$ cat src/rtl/mfsv_pkg.sv
`timescale 1ns / 1ps

package mfsv_pkg;

    // Byte position counter width; the counter saturates at its all-ones value.
    localparam int POS_BITS = 26;
    // Bit width of the widest body end position of a header that passes the counts check.
    localparam int NEED_BITS = 22;
    localparam int LEN_BITS = (NEED_BITS > POS_BITS) ? NEED_BITS : POS_BITS;

    localparam logic [POS_BITS-1:0] POS_MAX = '1;
    localparam int HDR_LEN = 20;
    localparam logic [POS_BITS-1:0] HDR_BYTES = POS_BITS'(HDR_LEN);
    localparam logic [31:0] MAGIC_WORD = 32'h4D52_4644;

    localparam int ADDR_BITS = 4;
    localparam logic [1:0] REG_VERSION  = 2'd0;
    localparam logic [1:0] REG_MAX_VTX  = 2'd1;
    localparam logic [1:0] REG_MAX_IDX  = 2'd2;
    localparam logic [1:0] REG_LANDMARK = 2'd3;

    localparam logic [31:0] RST_VERSION  = 32'd1;
    localparam logic [16:0] RST_MAX_VTX  = 17'd100000;
    localparam logic [18:0] RST_MAX_IDX  = 19'd300000;
    localparam logic [15:0] RST_LANDMARK = 16'd468;

    typedef enum logic [2:0] {
        ST_OK,
        ST_TOO_SMALL,
        ST_MAGIC,
        ST_VERSION,
        ST_COUNTS,
        ST_SIZE,
        ST_INDEX,
        ST_HANDLE
    } t_status;

    typedef enum logic [1:0] {
        KIND_VERTEX,
        KIND_INDEX,
        KIND_HANDLE
    } t_kind;

    typedef struct packed {
        logic [31:0] expected_version;
        logic [16:0] max_vertices;
        logic [18:0] max_indices;
        logic [15:0] landmark_count;
    } t_cfg;

    typedef struct packed {
        logic        elem_valid;
        t_kind       elem_kind;
        logic [31:0] elem_word;
        logic [15:0] handle_vertex;
        logic        done_res;
        t_status     status;
    } t_res;

endpackage

$ cat src/rtl/mfsv_stream_if.sv
`timescale 1ns / 1ps

interface mfsv_byte_if;
    logic       valid;
    logic       ready;
    logic [7:0] byte_value;
    logic       last_byte;

    modport source (output valid, output byte_value, output last_byte, input ready);
    modport sink (input valid, input byte_value, input last_byte, output ready);
endinterface

interface mfsv_res_if;
    logic        valid;
    logic        ready;
    logic        elem_valid;
    logic [1:0]  elem_kind;
    logic [31:0] elem_word;
    logic [15:0] handle_vertex;
    logic        done_res;
    logic [2:0]  status;

    modport source (
        output valid, output elem_valid, output elem_kind, output elem_word,
        output handle_vertex, output done_res, output status, input ready
    );
    modport sink (
        input valid, input elem_valid, input elem_kind, input elem_word,
        input handle_vertex, input done_res, input status, output ready
    );
endinterface

$ cat src/rtl/mfsv_cfg.sv
`timescale 1ns / 1ps

module mfsv_cfg (
    input  logic                           i_clk,
    input  logic                           i_rst_n,
    input  logic                           psel,
    input  logic                           penable,
    input  logic                           pwrite,
    input  logic [mfsv_pkg::ADDR_BITS-1:0] paddr,
    input  logic [31:0]                    pwdata,
    output logic [31:0]                    prdata,
    output logic                           pready,
    output mfsv_pkg::t_cfg                 o_cfg
);

    mfsv_pkg::t_cfg r_cfg;
    logic           wr_en;
    logic [1:0]     reg_sel;

    assign pready  = 1'b1;
    assign wr_en   = psel & penable & pwrite;
    assign reg_sel = paddr[3:2];
    assign o_cfg   = r_cfg;

    always_ff @(posedge i_clk) begin
        if (!i_rst_n) begin
            r_cfg.expected_version <= mfsv_pkg::RST_VERSION;
            r_cfg.max_vertices     <= mfsv_pkg::RST_MAX_VTX;
            r_cfg.max_indices      <= mfsv_pkg::RST_MAX_IDX;
            r_cfg.landmark_count   <= mfsv_pkg::RST_LANDMARK;
        end else if (wr_en) begin
            case (reg_sel)
                mfsv_pkg::REG_VERSION:  r_cfg.expected_version <= pwdata;
                mfsv_pkg::REG_MAX_VTX:  r_cfg.max_vertices     <= pwdata[16:0];
                mfsv_pkg::REG_MAX_IDX:  r_cfg.max_indices      <= pwdata[18:0];
                mfsv_pkg::REG_LANDMARK: r_cfg.landmark_count   <= pwdata[15:0];
                default: ;
            endcase
        end
    end

    always_comb begin
        case (reg_sel)
            mfsv_pkg::REG_VERSION:  prdata = r_cfg.expected_version;
            mfsv_pkg::REG_MAX_VTX:  prdata = {15'd0, r_cfg.max_vertices};
            mfsv_pkg::REG_MAX_IDX:  prdata = {13'd0, r_cfg.max_indices};
            mfsv_pkg::REG_LANDMARK: prdata = {16'd0, r_cfg.landmark_count};
            default:                prdata = '0;
        endcase
    end

endmodule

$ cat src/rtl/mfsv_parse.sv
`timescale 1ns / 1ps

module mfsv_parse (
    input  logic                 i_clk,
    input  logic                 i_rst_n,
    mfsv_byte_if.sink            i_byte,
    input  mfsv_pkg::t_cfg       i_cfg,
    input  logic                 i_space,
    output logic                 o_push,
    output mfsv_pkg::t_res       o_res
);

    localparam int PB = mfsv_pkg::POS_BITS;
    localparam int NB = mfsv_pkg::NEED_BITS;
    localparam int LB = mfsv_pkg::LEN_BITS;

    // Header word number, taken from position bits [4:2].
    localparam logic [2:0] HW_MAGIC   = 3'd0;
    localparam logic [2:0] HW_VERSION = 3'd1;
    localparam logic [2:0] HW_VERTEX  = 3'd2;
    localparam logic [2:0] HW_INDEX   = 3'd3;

    function automatic logic mod3_zero(input logic [31:0] v);
        logic [6:0] s1;
        logic [4:0] s2;
        begin
            s1 = '0;
            for (int k = 0; k < 8; k++) begin
                s1 = s1 + 7'(v[4*k +: 4]);
            end
            s2 = 5'(s1[3:0]) + 5'(s1[6:4]);
            if (s2 >= 5'd12) s2 = s2 - 5'd12;
            if (s2 >= 5'd6)  s2 = s2 - 5'd6;
            if (s2 >= 5'd3)  s2 = s2 - 5'd3;
            mod3_zero = (s2 == 5'd0);
        end
    endfunction

    // input stage
    logic                r_in_valid;
    logic [7:0]          r_byte;
    logic                r_last;

    // file state
    logic [PB-1:0]       r_pos,  n_pos;
    logic [31:0]         r_word;
    logic [31:0]         r_vtot, n_vtot;
    logic [31:0]         r_itot, n_itot;
    logic                r_imod, n_imod;
    logic [NB-1:0]       r_vend, n_vend;
    logic [NB-1:0]       r_iend, n_iend;
    logic [NB-1:0]       r_hend, n_hend;
    logic [PB-1:0]       r_elen, n_elen;
    mfsv_pkg::t_status   r_hstat, n_hstat;
    mfsv_pkg::t_status   r_berr, n_berr;

    logic [31:0]         wg;
    logic                complete;
    logic                in_hdr;
    logic                body_step;
    logic                counts_bad;
    logic [NB-1:0]       iend_w;
    logic [NB-1:0]       hend_w;
    logic [LB-1:0]       hend_ext;
    logic [LB-1:0]       pos_ext;
    logic [PB:0]         pos_len;
    logic                size_bad;
    logic                produce;
    logic                advance;
    logic                accept;
    mfsv_pkg::t_status   u_hstat, u_berr;
    logic [PB-1:0]       u_elen;

    assign wg        = {r_byte, r_word[31:8]};
    assign complete  = (r_pos[1:0] == 2'b11);
    assign in_hdr    = (r_pos < mfsv_pkg::HDR_BYTES);
    assign body_step = !in_hdr && complete && (r_hstat == mfsv_pkg::ST_OK)
                       && (r_pos != mfsv_pkg::POS_MAX);
    assign pos_ext   = LB'(r_pos);
    assign pos_len   = {1'b0, r_pos} + 1'b1;

    assign counts_bad = (r_vtot == 32'd0) || (r_vtot > {15'd0, i_cfg.max_vertices})
                        || (r_itot > {13'd0, i_cfg.max_indices})
                        || (wg > {16'd0, i_cfg.landmark_count}) || !r_imod;
    assign iend_w   = r_vend + NB'({r_itot, 2'b00});
    assign hend_w   = iend_w + NB'({wg, 2'b00});
    assign hend_ext = LB'(hend_w);

    always_comb begin
        n_vtot  = r_vtot;
        n_itot  = r_itot;
        n_imod  = r_imod;
        n_vend  = r_vend;
        n_iend  = r_iend;
        n_hend  = r_hend;
        u_elen  = r_elen;
        u_hstat = r_hstat;
        u_berr  = r_berr;
        o_res   = '0;

        if (in_hdr && complete) begin
            case (r_pos[4:2])
                HW_MAGIC: begin
                    if (wg != mfsv_pkg::MAGIC_WORD) u_hstat = mfsv_pkg::ST_MAGIC;
                end
                HW_VERSION: begin
                    if (r_hstat == mfsv_pkg::ST_OK && wg != i_cfg.expected_version)
                        u_hstat = mfsv_pkg::ST_VERSION;
                end
                HW_VERTEX: begin
                    n_vtot = wg;
                end
                HW_INDEX: begin
                    n_itot = wg;
                    n_imod = mod3_zero(wg);
                    n_vend = NB'(mfsv_pkg::HDR_LEN) + NB'({r_vtot, 3'b000})
                             + NB'({r_vtot, 2'b00});
                end
                default: begin
                    if (r_hstat == mfsv_pkg::ST_OK) begin
                        if (counts_bad) begin
                            u_hstat = mfsv_pkg::ST_COUNTS;
                        end else begin
                            n_iend = iend_w;
                            n_hend = hend_w;
                            u_elen = (hend_ext >= LB'(mfsv_pkg::POS_MAX)) ?
                                     mfsv_pkg::POS_MAX : PB'(hend_ext);
                        end
                    end
                end
            endcase
        end

        if (body_step) begin
            if (pos_ext < LB'(r_vend)) begin
                o_res.elem_valid = 1'b1;
                o_res.elem_kind  = mfsv_pkg::KIND_VERTEX;
                o_res.elem_word  = wg;
            end else if (pos_ext < LB'(r_iend)) begin
                o_res.elem_valid = 1'b1;
                o_res.elem_kind  = mfsv_pkg::KIND_INDEX;
                o_res.elem_word  = wg;
                if (wg >= r_vtot && r_berr == mfsv_pkg::ST_OK)
                    u_berr = mfsv_pkg::ST_INDEX;
            end else if (pos_ext < LB'(r_hend)) begin
                o_res.elem_valid    = 1'b1;
                o_res.elem_kind     = mfsv_pkg::KIND_HANDLE;
                o_res.elem_word     = {16'd0, wg[15:0]};
                o_res.handle_vertex = wg[31:16];
                if ((wg[15:0] >= i_cfg.landmark_count || {16'd0, wg[31:16]} >= r_vtot)
                    && r_berr == mfsv_pkg::ST_OK)
                    u_berr = mfsv_pkg::ST_HANDLE;
            end
        end

        size_bad = (r_pos >= mfsv_pkg::POS_MAX - 1'b1) || (u_elen == mfsv_pkg::POS_MAX)
                   || (pos_len != {1'b0, u_elen});

        if (r_last) begin
            o_res.done_res = 1'b1;
            if (r_pos < mfsv_pkg::HDR_BYTES - 1'b1)
                o_res.status = mfsv_pkg::ST_TOO_SMALL;
            else if (u_hstat != mfsv_pkg::ST_OK)
                o_res.status = u_hstat;
            else if (size_bad)
                o_res.status = mfsv_pkg::ST_SIZE;
            else
                o_res.status = u_berr;
        end

        // advance the counter, then drop the file state after the last byte
        n_pos   = (r_pos == mfsv_pkg::POS_MAX) ? r_pos : r_pos + 1'b1;
        n_elen  = u_elen;
        n_hstat = u_hstat;
        n_berr  = u_berr;
        if (r_last) begin
            n_pos   = '0;
            n_hstat = mfsv_pkg::ST_OK;
            n_berr  = mfsv_pkg::ST_OK;
        end
    end

    assign produce      = o_res.elem_valid || r_last;
    assign advance      = r_in_valid && (!produce || i_space);
    assign o_push       = advance && produce;
    assign i_byte.ready = !r_in_valid || advance;
    assign accept       = i_byte.valid && i_byte.ready;

    always_ff @(posedge i_clk) begin
        if (!i_rst_n) begin
            r_in_valid <= 1'b0;
        end else if (accept) begin
            r_in_valid <= 1'b1;
        end else if (advance) begin
            r_in_valid <= 1'b0;
        end
    end

    always_ff @(posedge i_clk) begin
        if (accept) begin
            r_byte <= i_byte.byte_value;
            r_last <= i_byte.last_byte;
        end
    end

    always_ff @(posedge i_clk) begin
        if (!i_rst_n) begin
            r_pos   <= '0;
            r_hstat <= mfsv_pkg::ST_OK;
            r_berr  <= mfsv_pkg::ST_OK;
        end else if (advance) begin
            r_pos   <= n_pos;
            r_hstat <= n_hstat;
            r_berr  <= n_berr;
        end
    end

    always_ff @(posedge i_clk) begin
        if (advance) begin
            r_word <= wg;
            r_vtot <= n_vtot;
            r_itot <= n_itot;
            r_imod <= n_imod;
            r_vend <= n_vend;
            r_iend <= n_iend;
            r_hend <= n_hend;
            r_elen <= n_elen;
        end
    end

endmodule

$ cat src/rtl/mfsv_res_reg.sv
`timescale 1ns / 1ps

module mfsv_res_reg (
    input  logic           i_clk,
    input  logic           i_rst_n,
    input  logic           i_push,
    input  mfsv_pkg::t_res i_res,
    output logic           o_space,
    mfsv_res_if.source     o_res
);

    logic           r_valid;
    mfsv_pkg::t_res r_res;

    assign o_space = !r_valid || o_res.ready;

    always_ff @(posedge i_clk) begin
        if (!i_rst_n) begin
            r_valid <= 1'b0;
        end else if (i_push) begin
            r_valid <= 1'b1;
        end else if (o_res.ready) begin
            r_valid <= 1'b0;
        end
    end

    always_ff @(posedge i_clk) begin
        if (i_push) begin
            r_res <= i_res;
        end
    end

    assign o_res.valid         = r_valid;
    assign o_res.elem_valid    = r_res.elem_valid;
    assign o_res.elem_kind     = r_res.elem_kind;
    assign o_res.elem_word     = r_res.elem_word;
    assign o_res.handle_vertex = r_res.handle_vertex;
    assign o_res.done_res      = r_res.done_res;
    assign o_res.status        = r_res.status;

endmodule

$ cat src/rtl/mesh_file_stream_validator.sv
`timescale 1ns / 1ps

// Channel   Dir  Handshake      Word
// i_byte    in   valid/ready    byte_value, last_byte
// o_res     out  valid/ready    elem_valid, elem_kind, elem_word, handle_vertex,
//                               done_res, status
// APB       in   psel/penable   four config registers at byte addresses 0, 4, 8, 12
//
// One byte per cycle sustained while the output is not stalled. A byte sits in the input
// register while its header check, element decode and status are worked out, then the
// result word lands in the output register. Reset (i_rst_n low, synchronous) empties
// both stages, clears the byte position and file status and loads the register
// defaults. A stalled output holds its word while one more byte is taken into the
// input stage; bytes that make no word keep flowing past it.

module mesh_file_stream_validator (
    input  logic                           i_clk,
    input  logic                           i_rst_n,
    mfsv_byte_if.sink                      i_byte,
    mfsv_res_if.source                     o_res,
    input  logic                           psel,
    input  logic                           penable,
    input  logic                           pwrite,
    input  logic [mfsv_pkg::ADDR_BITS-1:0] paddr,
    input  logic [31:0]                    pwdata,
    output logic [31:0]                    prdata,
    output logic                           pready
);

    mfsv_pkg::t_cfg w_cfg;
    mfsv_pkg::t_res w_res;
    logic           w_push;
    logic           w_space;

    // Register file: version, vertex limit, index limit, landmark limit.
    mfsv_cfg u_cfg (
        .i_clk   (i_clk),
        .i_rst_n (i_rst_n),
        .psel    (psel),
        .penable (penable),
        .pwrite  (pwrite),
        .paddr   (paddr),
        .pwdata  (pwdata),
        .prdata  (prdata),
        .pready  (pready),
        .o_cfg   (w_cfg)
    );

    // Input stage and file state: gather words, check the header, decode the body,
    // and pick the final status on the last byte.
    mfsv_parse u_parse (
        .i_clk   (i_clk),
        .i_rst_n (i_rst_n),
        .i_byte  (i_byte),
        .i_cfg   (w_cfg),
        .i_space (w_space),
        .o_push  (w_push),
        .o_res   (w_res)
    );

    // Output register: hold the result word until the sink takes it.
    mfsv_res_reg u_res_reg (
        .i_clk   (i_clk),
        .i_rst_n (i_rst_n),
        .i_push  (w_push),
        .i_res   (w_res),
        .o_space (w_space),
        .o_res   (o_res)
    );

endmodule
$ cat src/flat_wrapper.sv
// flat-port wrapper written by rule: the top's interface ports become plain ports
module mesh_file_stream_validator_flat 
  (i_clk, i_rst_n, psel, penable, pwrite, paddr, pwdata, prdata, pready, i_byte_valid, i_byte_byte_value, i_byte_last_byte, i_byte_ready, o_res_valid, o_res_elem_valid, o_res_elem_kind, o_res_elem_word, o_res_handle_vertex, o_res_done_res, o_res_status, o_res_ready);
  mfsv_byte_if i_byte_i ();
  mfsv_res_if o_res_i ();
  input  logic i_clk;
  input  logic i_rst_n;
  input  logic psel;
  input  logic penable;
  input  logic pwrite;
  input  logic [mfsv_pkg::ADDR_BITS-1:0] paddr;
  input  logic [31:0] pwdata;
  output logic [31:0] prdata;
  output logic pready;
  input wire logic [$bits(i_byte_i.valid)-1:0] i_byte_valid;
  input wire logic [$bits(i_byte_i.byte_value)-1:0] i_byte_byte_value;
  input wire logic [$bits(i_byte_i.last_byte)-1:0] i_byte_last_byte;
  output wire logic [$bits(i_byte_i.ready)-1:0] i_byte_ready;
  output wire logic [$bits(o_res_i.valid)-1:0] o_res_valid;
  output wire logic [$bits(o_res_i.elem_valid)-1:0] o_res_elem_valid;
  output wire logic [$bits(o_res_i.elem_kind)-1:0] o_res_elem_kind;
  output wire logic [$bits(o_res_i.elem_word)-1:0] o_res_elem_word;
  output wire logic [$bits(o_res_i.handle_vertex)-1:0] o_res_handle_vertex;
  output wire logic [$bits(o_res_i.done_res)-1:0] o_res_done_res;
  output wire logic [$bits(o_res_i.status)-1:0] o_res_status;
  input wire logic [$bits(o_res_i.ready)-1:0] o_res_ready;
  assign i_byte_i.valid = i_byte_valid;
  assign i_byte_i.byte_value = i_byte_byte_value;
  assign i_byte_i.last_byte = i_byte_last_byte;
  assign i_byte_ready = i_byte_i.ready;
  assign o_res_valid = o_res_i.valid;
  assign o_res_elem_valid = o_res_i.elem_valid;
  assign o_res_elem_kind = o_res_i.elem_kind;
  assign o_res_elem_word = o_res_i.elem_word;
  assign o_res_handle_vertex = o_res_i.handle_vertex;
  assign o_res_done_res = o_res_i.done_res;
  assign o_res_status = o_res_i.status;
  assign o_res_i.ready = o_res_ready;
  mesh_file_stream_validator u_core (.i_clk(i_clk), .i_rst_n(i_rst_n), .i_byte(i_byte_i), .o_res(o_res_i), .psel(psel), .penable(penable), .pwrite(pwrite), .paddr(paddr), .pwdata(pwdata), .prdata(prdata), .pready(pready));
endmodule
$ cat config.mk
export PLATFORM = sky130hd
export DESIGN_NAME = mesh_file_stream_validator_flat
export DESIGN_NICKNAME = d
export VERILOG_FILES = /design/src/rtl/mfsv_pkg.sv /design/src/rtl/mfsv_stream_if.sv /design/src/rtl/mfsv_cfg.sv /design/src/rtl/mfsv_parse.sv /design/src/rtl/mfsv_res_reg.sv /design/src/rtl/mesh_file_stream_validator.sv /design/src/flat_wrapper.sv
export SDC_FILE = /design/constraint.sdc
export NUM_CORES = 1
export LEC_CHECK = 0
export BUFFER_PORTS_ARGS = -buffer_cell sky130_fd_sc_hd__buf_2
export CELL_PAD_IN_SITES_DETAIL_PLACEMENT = 1
export CELL_PAD_IN_SITES_GLOBAL_PLACEMENT = 1
export CORE_UTILIZATION = 53
export CTS_CLUSTER_DIAMETER = 40
export DETAILED_ROUTE_END_ITERATION = 8
export PLACE_DENSITY = 0.94
export RECOVER_POWER = 25
export SYNTH_ARGS = -nofsm -noshare
export SYNTH_HDL_FRONTEND = slang
export SYNTH_SLANG_ARGS = --single-unit
$ cat constraint.sdc
create_clock -name i_clk -period 21.8 [get_ports i_clk]
set_input_delay 1.09 -clock i_clk [delete_from_list [all_inputs] [get_ports i_clk]]
set_output_delay 1.09 -clock i_clk [all_outputs]
set_load 0.02 [all_outputs]
==> results of run 1 <==
-- layer usage --
metal	vias up	global-route usage, %
met3	768	17.3
met5	-	0
met4	8	38.5
li1	8541	-
met1	10500	49.0
met2	1799	70.8
-- layout by cell type (no fill, tap or decap), types with 12 or more instances in the layout --
cell type / instances
nor3_1: 37
clkbuf_1: 72
nor4_1: 27
inv_1: 252
xnor2_1: 89
and2_1: 44
o21a_1: 29
nand2b_1: 16
o21bai_1: 12
a211oi_1: 19
nand2_1: 246
edfxtp_1: 239
buf_4: 15
nor2_1: 86
nand3_1: 44
a21boi_0: 75
buf_2: 92
fa_1: 27
and3_1: 53
xor2_1: 27
ha_1: 258
mux4_2: 16
a21o_1: 60
dfxtp_1: 118
a21oi_1: 83
o21ai_0: 65
o211ai_1: 36
nand4_1: 56
clkbuf_16: 62
nor2b_1: 24
-- registers in the layout, indices dropped and copies added, names as in the netlist, 24 cells and up --
| register | cells |
|---|---|
| u_core.u_parse.r_itot | 32 |
| u_core.u_cfg.o_cfg | 84 |
| u_core.u_res_reg.o_res.elem_word | 32 |
| u_core.u_parse.pos_ext | 26 |
| u_core.u_parse.r_vtot | 32 |
| u_core.u_parse.r_elen | 26 |
| u_core.u_parse.r_word | 24 |
-- how the worst max path moves through the flow --
stage,depth (start not counted),from,slack [ns],end
after detailed placement,29,u_core.u_parse.r_byte[7],13.42,u_core.u_parse.r_imod
after global placement,28,u_core.u_parse.r_byte[7],13.85,u_core.u_parse.r_imod
after CTS,29,u_core.u_parse.r_byte[7],13.17,u_core.u_parse.r_imod
after global routing,30,u_core.u_parse.r_byte[3],12.52,u_core.u_parse.r_imod
after floorplan,28,u_core.u_parse.r_byte[3],14.39,u_core.u_parse.r_imod
final,30,u_core.u_parse.r_byte[3],12.71,u_core.u_parse.r_imod
-- worst min-delay path, cell delays in order, from the launching register on --
cell	delay, ns
dfxtp_1	0.33
nand2_1	0.05
a21boi_0	0.07
-- power by group through the flow --
stage	Sequential (W)	Combinational, W	Clock, W
2_1_floorplan	0.000758	0.000605	0
3_3_place_gp	0.000756	0.000714	0
3_5_place_dp	0.000757	0.000811	0
4_1_cts	0.000743	0.000866	0.000983
5_1_grt	0.000744	0.000958	0.00101
6_report	0.000745	0.000910	0.000993
-- cell families after synthesis --
logic type,Yosys count
buffers and inverters,320
DFF,357
other,1
xor gates and xnor gates,116
adders and majority gates,285
muxes,31
and+or+nand+nor,698
AOI/OAI and AO/OA,465
-- final cells by class --
| cell class | count | area [µm²] | share of cell area (%) |
|---|---|---|---|
| inverters | 253 | 950 | 3.63 |
| multi-input cells | 1596 | 12100 | 46.3 |
| repair buffers | 175 | 828 | 3.17 |
| clock inverters | 41 | 444 | 1.70 |
| diodes | 6 | 15.0 | 0.0574 |
| flip-flops and latches | 357 | 9540 | 36.5 |
| well taps | 539 | 674 | 2.58 |
| clock buffers | 68 | 1590 | 6.09 |
-- stage by stage --
stage	util, %	cell area, µm²
3_5_place_dp	57.4	24200
4_1_cts	62.2	26300
6_report	61.9	26200
5_1_grt	61.9	26100
2_1_floorplan	-	22800
3_3_place_gp	57.4	24200
==> flow_summary.yaml, run 1 <==
status:
  status: "finished with violations"
  violations: "max-capacitance violations, max-slew violations"
power_and_ir_drop:
  leakagePower_nw: 11.0
  pwr-share-clk_pct: 37.5
  p_comb_share_pct: 34.4
  irDropWorstVdd_mv: 0.237
  p_sw_w: 0.000979
  swShare_pct: 37.0
  intPower_w: 0.00167
  pwr-share-seq_pct: 28.1
  powerDensity_nw_per_um2: 101
  finalPower_w: 0.00265
worst_hold_path:
  hold_path_depth: 2
  min-delay-start: "u_core.u_cfg.o_cfg[11]"
  min_to: "u_core.u_cfg.o_cfg[11]"
  hp-class: "register to register"
logic_synthesis:
  synthTopCellsByArea: "edfxtp_1, ha_1, dfxtp_1, inv_1, nand2_1"
  syn_area_um2: 22800
  synth_nets: 2610
  ys_seq_area_share_pct: 41.8
  synth_top_family_by_area: "adder cells"
  synthCells: 2273
  synth-seq-cells: 357
  synthAdderAreaFrac_pct: 16.5
  yosys_warnings: 0
  synth_xor_area_share_pct: 4.45
  synth_edf_count: 239
  synth_top_area_share_pct: 31.4
  yosys-top-cells-count: "ha_1, inv_1, nand2_1, edfxtp_1, dfxtp_1"
  synth_compound_area_share_pct: 14.2
  avgSynthCellArea_um2: 10.1
  synth_cell_types: 84
  synth_area_leader_cell: "edfxtp_1"
  postSynth.asyncResetShare_pct: 0
  ys.flop_type: "edfxtp_1"
  synth_mux_area_share_pct: 2.28
  yosysMostFrequentCell: "ha_1"
  yosys.area_share.simple_pct: 15.5
drt:
  ant_nets: 0
  routed_wl_um: 99700
  drt_iter0_markers: 2698
  drcViolationCount: 0
  top_layer: "met5"
  via_count: 21600
  firstDrtPassIters: 5
  met2_length_um: 44400
  routed-wl-met3_um: 12100
  vias_per_cell: 7.12
  wl_per_cell_um: 32.8
  met1Wirelength_um: 33000
timing:
  hold_viol_final: 0
  setup_ws_ns: 12.71
  worstMarginPinSlew_ns: 2.03
  hold_ws_ns: 0.502
  period_needed_ns: 9.09
  slew_violations: 28
  fin_tns_setup_ns: 0
  setup_viol: 0
  post-route-period-util_pct: 41.7
  skew_ns: 0.0383
  rsz0062_at_grt: "no"
  relSlewSlack_pct: -35.1
  fmax_ghz: 0.110
critical_path:
  endpoint_kind: "register"
  r2r-start: "u_core.u_parse.r_byte[3]"
  critPathMaxStageDelay_ns: 0.63
  critPathMaxFanout: 10
  cp.buffers_inverters: 7
  crit_arrival_ns: 9.60
  critPathLaunchType: "register"
  cp_slowest_cell: "clkbuf_1"
  rrSetupSlack_ns: 12.71
  crit_required_ns: 22.31
  cp_common_cell: "inv_1"
  critPathTopFamily: "adder cells"
  critPathKind: "register to register"
  rr_worst_depth: 30
  reg2reg_to: "u_core.u_parse.r_imod"
global_routing:
  grt_pass1_vias: 23200
  antenna_found_initial: 7
  grt.total_usage_pct: 45.5
  grt_max_degree: 97
  grt_pass1_wl_um: 148000
  grt_overflow: 0
clock_network:
  cts_sinks: 357
  clk_pin_slew_ns: 0.06
  hold_buffers: 0
  cts_tree: "done"
  cts_setup_buffers: 0
  cts_buffer_depth: 3
  cts_made_buffers: 58
  root_buffer: "clkbuf_16"
  clk-insertion-delay-late_ns: 0.66
  cts_max_level: 2
  cts-resized-gates: 0
floorplan:
  die_h_um: 210
  start_util_pct: 54.1
  fp.dieArea_um2: 43900
  io_pins: 142
  core_area_um2: 42200
  core.rowCount: 75
  die_x_um: 210
final_layout:
  num-nets-final: 2778
  syn_to_final_growth_pct: 14.5
  final_layout_size_suffix_gt1_share_pct: 10.8
  fin_cells: 3035
  nFillCells: 4612
placement:
  place_worst_setup_slack_ns: 13.42
  io_buffers: 138
  dp_cells: 2920
  place_congestion: 0.918
  dp_hpwl_um: 62200
flow_run:
  cap_violations: 1
Power figures use the tool's default switching activity.
==> run 2: changes to the inputs <==
--- a/config.mk
+++ b/config.mk
@@ -8,10 +8,10 @@
 export BUFFER_PORTS_ARGS = -buffer_cell sky130_fd_sc_hd__buf_2
 export CELL_PAD_IN_SITES_DETAIL_PLACEMENT = 1
 export CELL_PAD_IN_SITES_GLOBAL_PLACEMENT = 1
-export CORE_UTILIZATION = 53
+export CORE_UTILIZATION = 49
 export CTS_CLUSTER_DIAMETER = 40
 export DETAILED_ROUTE_END_ITERATION = 8
-export PLACE_DENSITY = 0.94
+export PLACE_DENSITY = 0.88
 export RECOVER_POWER = 25
 export SYNTH_ARGS = -nofsm -noshare
 export SYNTH_HDL_FRONTEND = slang
==> constraint.sdc (replaced) <==
create_clock -name i_clk -period 9.5 [get_ports i_clk]
set_input_delay 0.475 -clock i_clk [delete_from_list [all_inputs] [get_ports i_clk]]
set_output_delay 0.475 -clock i_clk [all_outputs]
set_load 0.02 [all_outputs]
==> run 2 against run 1 <==
Against the previous run: the run still ends with max-capacitance violations, max-slew violations left; sequential power is 130% higher; critical path depth stayed put; cell area is 0.22% higher; clock power is 120% higher; power is 120% higher; register-to-register slack worse by 12 ns; fmax is 1.5% higher; worst setup slack worse by 12 ns; critical endpoint unchanged; sequential share of layout area is 0.080 points lower; first-iteration DRC count is 40% lower.
==> flow_summary.yaml, run 2 (same netlist as run 1, synthesis figures left out) <==
critical_path:
  rr_worst_depth: 30
  critPathMaxStageDelay_ns: 0.60
  path_depth: 30
  cp_common_cell: "inv_1"
  crit_arrival_ns: 9.45
  r2r-start: "u_core.u_parse.r_byte[6]"
  crit_required_ns: 9.99
  critPathMaxFanout: 11
  cp.buffers_inverters: 7
  critPathTopFamily: "adder cells"
  cp_slowest_cell: "clkbuf_1"
  critPathKind: "register to register"
  endpoint_kind: "register"
  critPathLaunchType: "register"
  worstSetupStartpoint: "u_core.u_parse.r_byte[6]"
clock_network:
  cts_buffer_depth: 3
  cts_max_level: 2
  cts_tree: "done"
  cts_made_buffers: 60
  clk-insertion-delay-late_ns: 0.64
  cts_setup_buffers: 0
  cts-resized-gates: 0
  hold_buffers: 0
  clk_pin_slew_ns: 0.05
  root_buffer: "clkbuf_16"
  cts_sinks: 357
floorplan:
  fp.dieArea_um2: 47500
  die_x_um: 218
  die_h_um: 218
  core.rowCount: 78
  core_area_um2: 45700
  start_util_pct: 50.0
  io_pins: 142
placement:
  io_buffers: 138
  place_congestion: 0.952
  dp_hpwl_um: 57700
  dp_cells: 2983
global_routing:
  grt_pass1_vias: 21200
  grt_max_degree: 97
  grt.total_usage_pct: 35.3
  grt_overflow: 0
  antenna_found_initial: 3
  grt_pass1_wl_um: 127000
drt:
  via_count: 19700
  ant_nets: 0
  wl_per_cell_um: 26.9
  drcViolationCount: 0
  firstDrtPassIters: 5
  routed_wl_um: 83200
  drt_iter0_markers: 1609
  vias_per_cell: 6.37
timing:
  skew_ns: 0.0396
  rsz0062_at_grt: "no"
  worstMarginPinSlew_ns: 1.67
  post-route-period-util_pct: 94.3
  hold_ws_ns: 0.0242
  fmax_ghz: 0.112
  slew_violations: 29
  fin_tns_setup_ns: 0
  setup_viol: 0
  hold_viol_final: 0
  relSlewSlack_pct: -11.0
  period_needed_ns: 8.96
power_and_ir_drop:
  leakagePower_nw: 11.0
  powerDensity_nw_per_um2: 224
  irDropWorstVdd_mv: 0.469
final_layout:
  fin_cells: 3098
  final_layout_size_suffix_gt1_share_pct: 10.8
  final_cell_mix: "ha_1, inv_1, nand2_1"
  nFillCells: 5047
  utilization_pct: 57.4
  layout_commonest_cell: "ha_1"
  num-nets-final: 2782
  syn_to_final_growth_pct: 14.7
  largest_register_ff_count: 84
worst_hold_path:
  hp-class: "input port to register"
  min-delay-start: "i_byte_byte_value[4]"
  hold_path_depth: 1
status:
  violations: "max-capacitance violations, max-slew violations"
  status: "finished with violations"
flow_run:
  cap_violations: 1
[run 2: worst paths after layout]
kind,endpoint,slack (ns)
setup / recovery,u_core.u_parse.r_imod,0.54
hold / removal,u_core.u_parse.r_byte[4],0.02
setup reg to reg,u_core.u_parse.r_imod,0.54
hold reg to reg,u_core.u_cfg.o_cfg[29],0.50
[run 2: cell type report]
class	count	area (µm²)	area share [%]
diodes	1	2.50	0.00955
clock buffers	71	1630	6.20
clock inverters	43	389	1.48
inverters	253	950	3.62
multi-input cells	1596	12100	46.2
flip-flops and latches	357	9540	36.4
well taps	600	751	2.86
repair buffers	177	856	3.26
[run 2: layer usage]
layer  GRT usage [%]  part of all wire, %  vias up
li1                -                    -     8543
met2            58.2                   47      962
met1            41.2                   38     9869
met4            22.2                  6.5        0
met3            8.41                  8.1      363
met5               0                    0        -
[run 2: per-stage QoR]
step                total power [W]  worst slack (ns)  area, µm²
floorplan                   0.00313              2.09      22800
global placement            0.00338              1.71      24300
detailed placement          0.00361              1.21      24300
CTS                         0.00584             0.837      26300
global route                0.00609             0.305      26200
finish                      0.00588             0.540      26200
[run 2: where the power goes]
group	switching [W]	leakage, nW	internal [W]
Combinational	0.00120	6.92	0.000790
Clock	0.000858	0.980	0.00132
Sequential	0.0000242	3.07	0.00168
Total	0.00208	11.0	0.00379
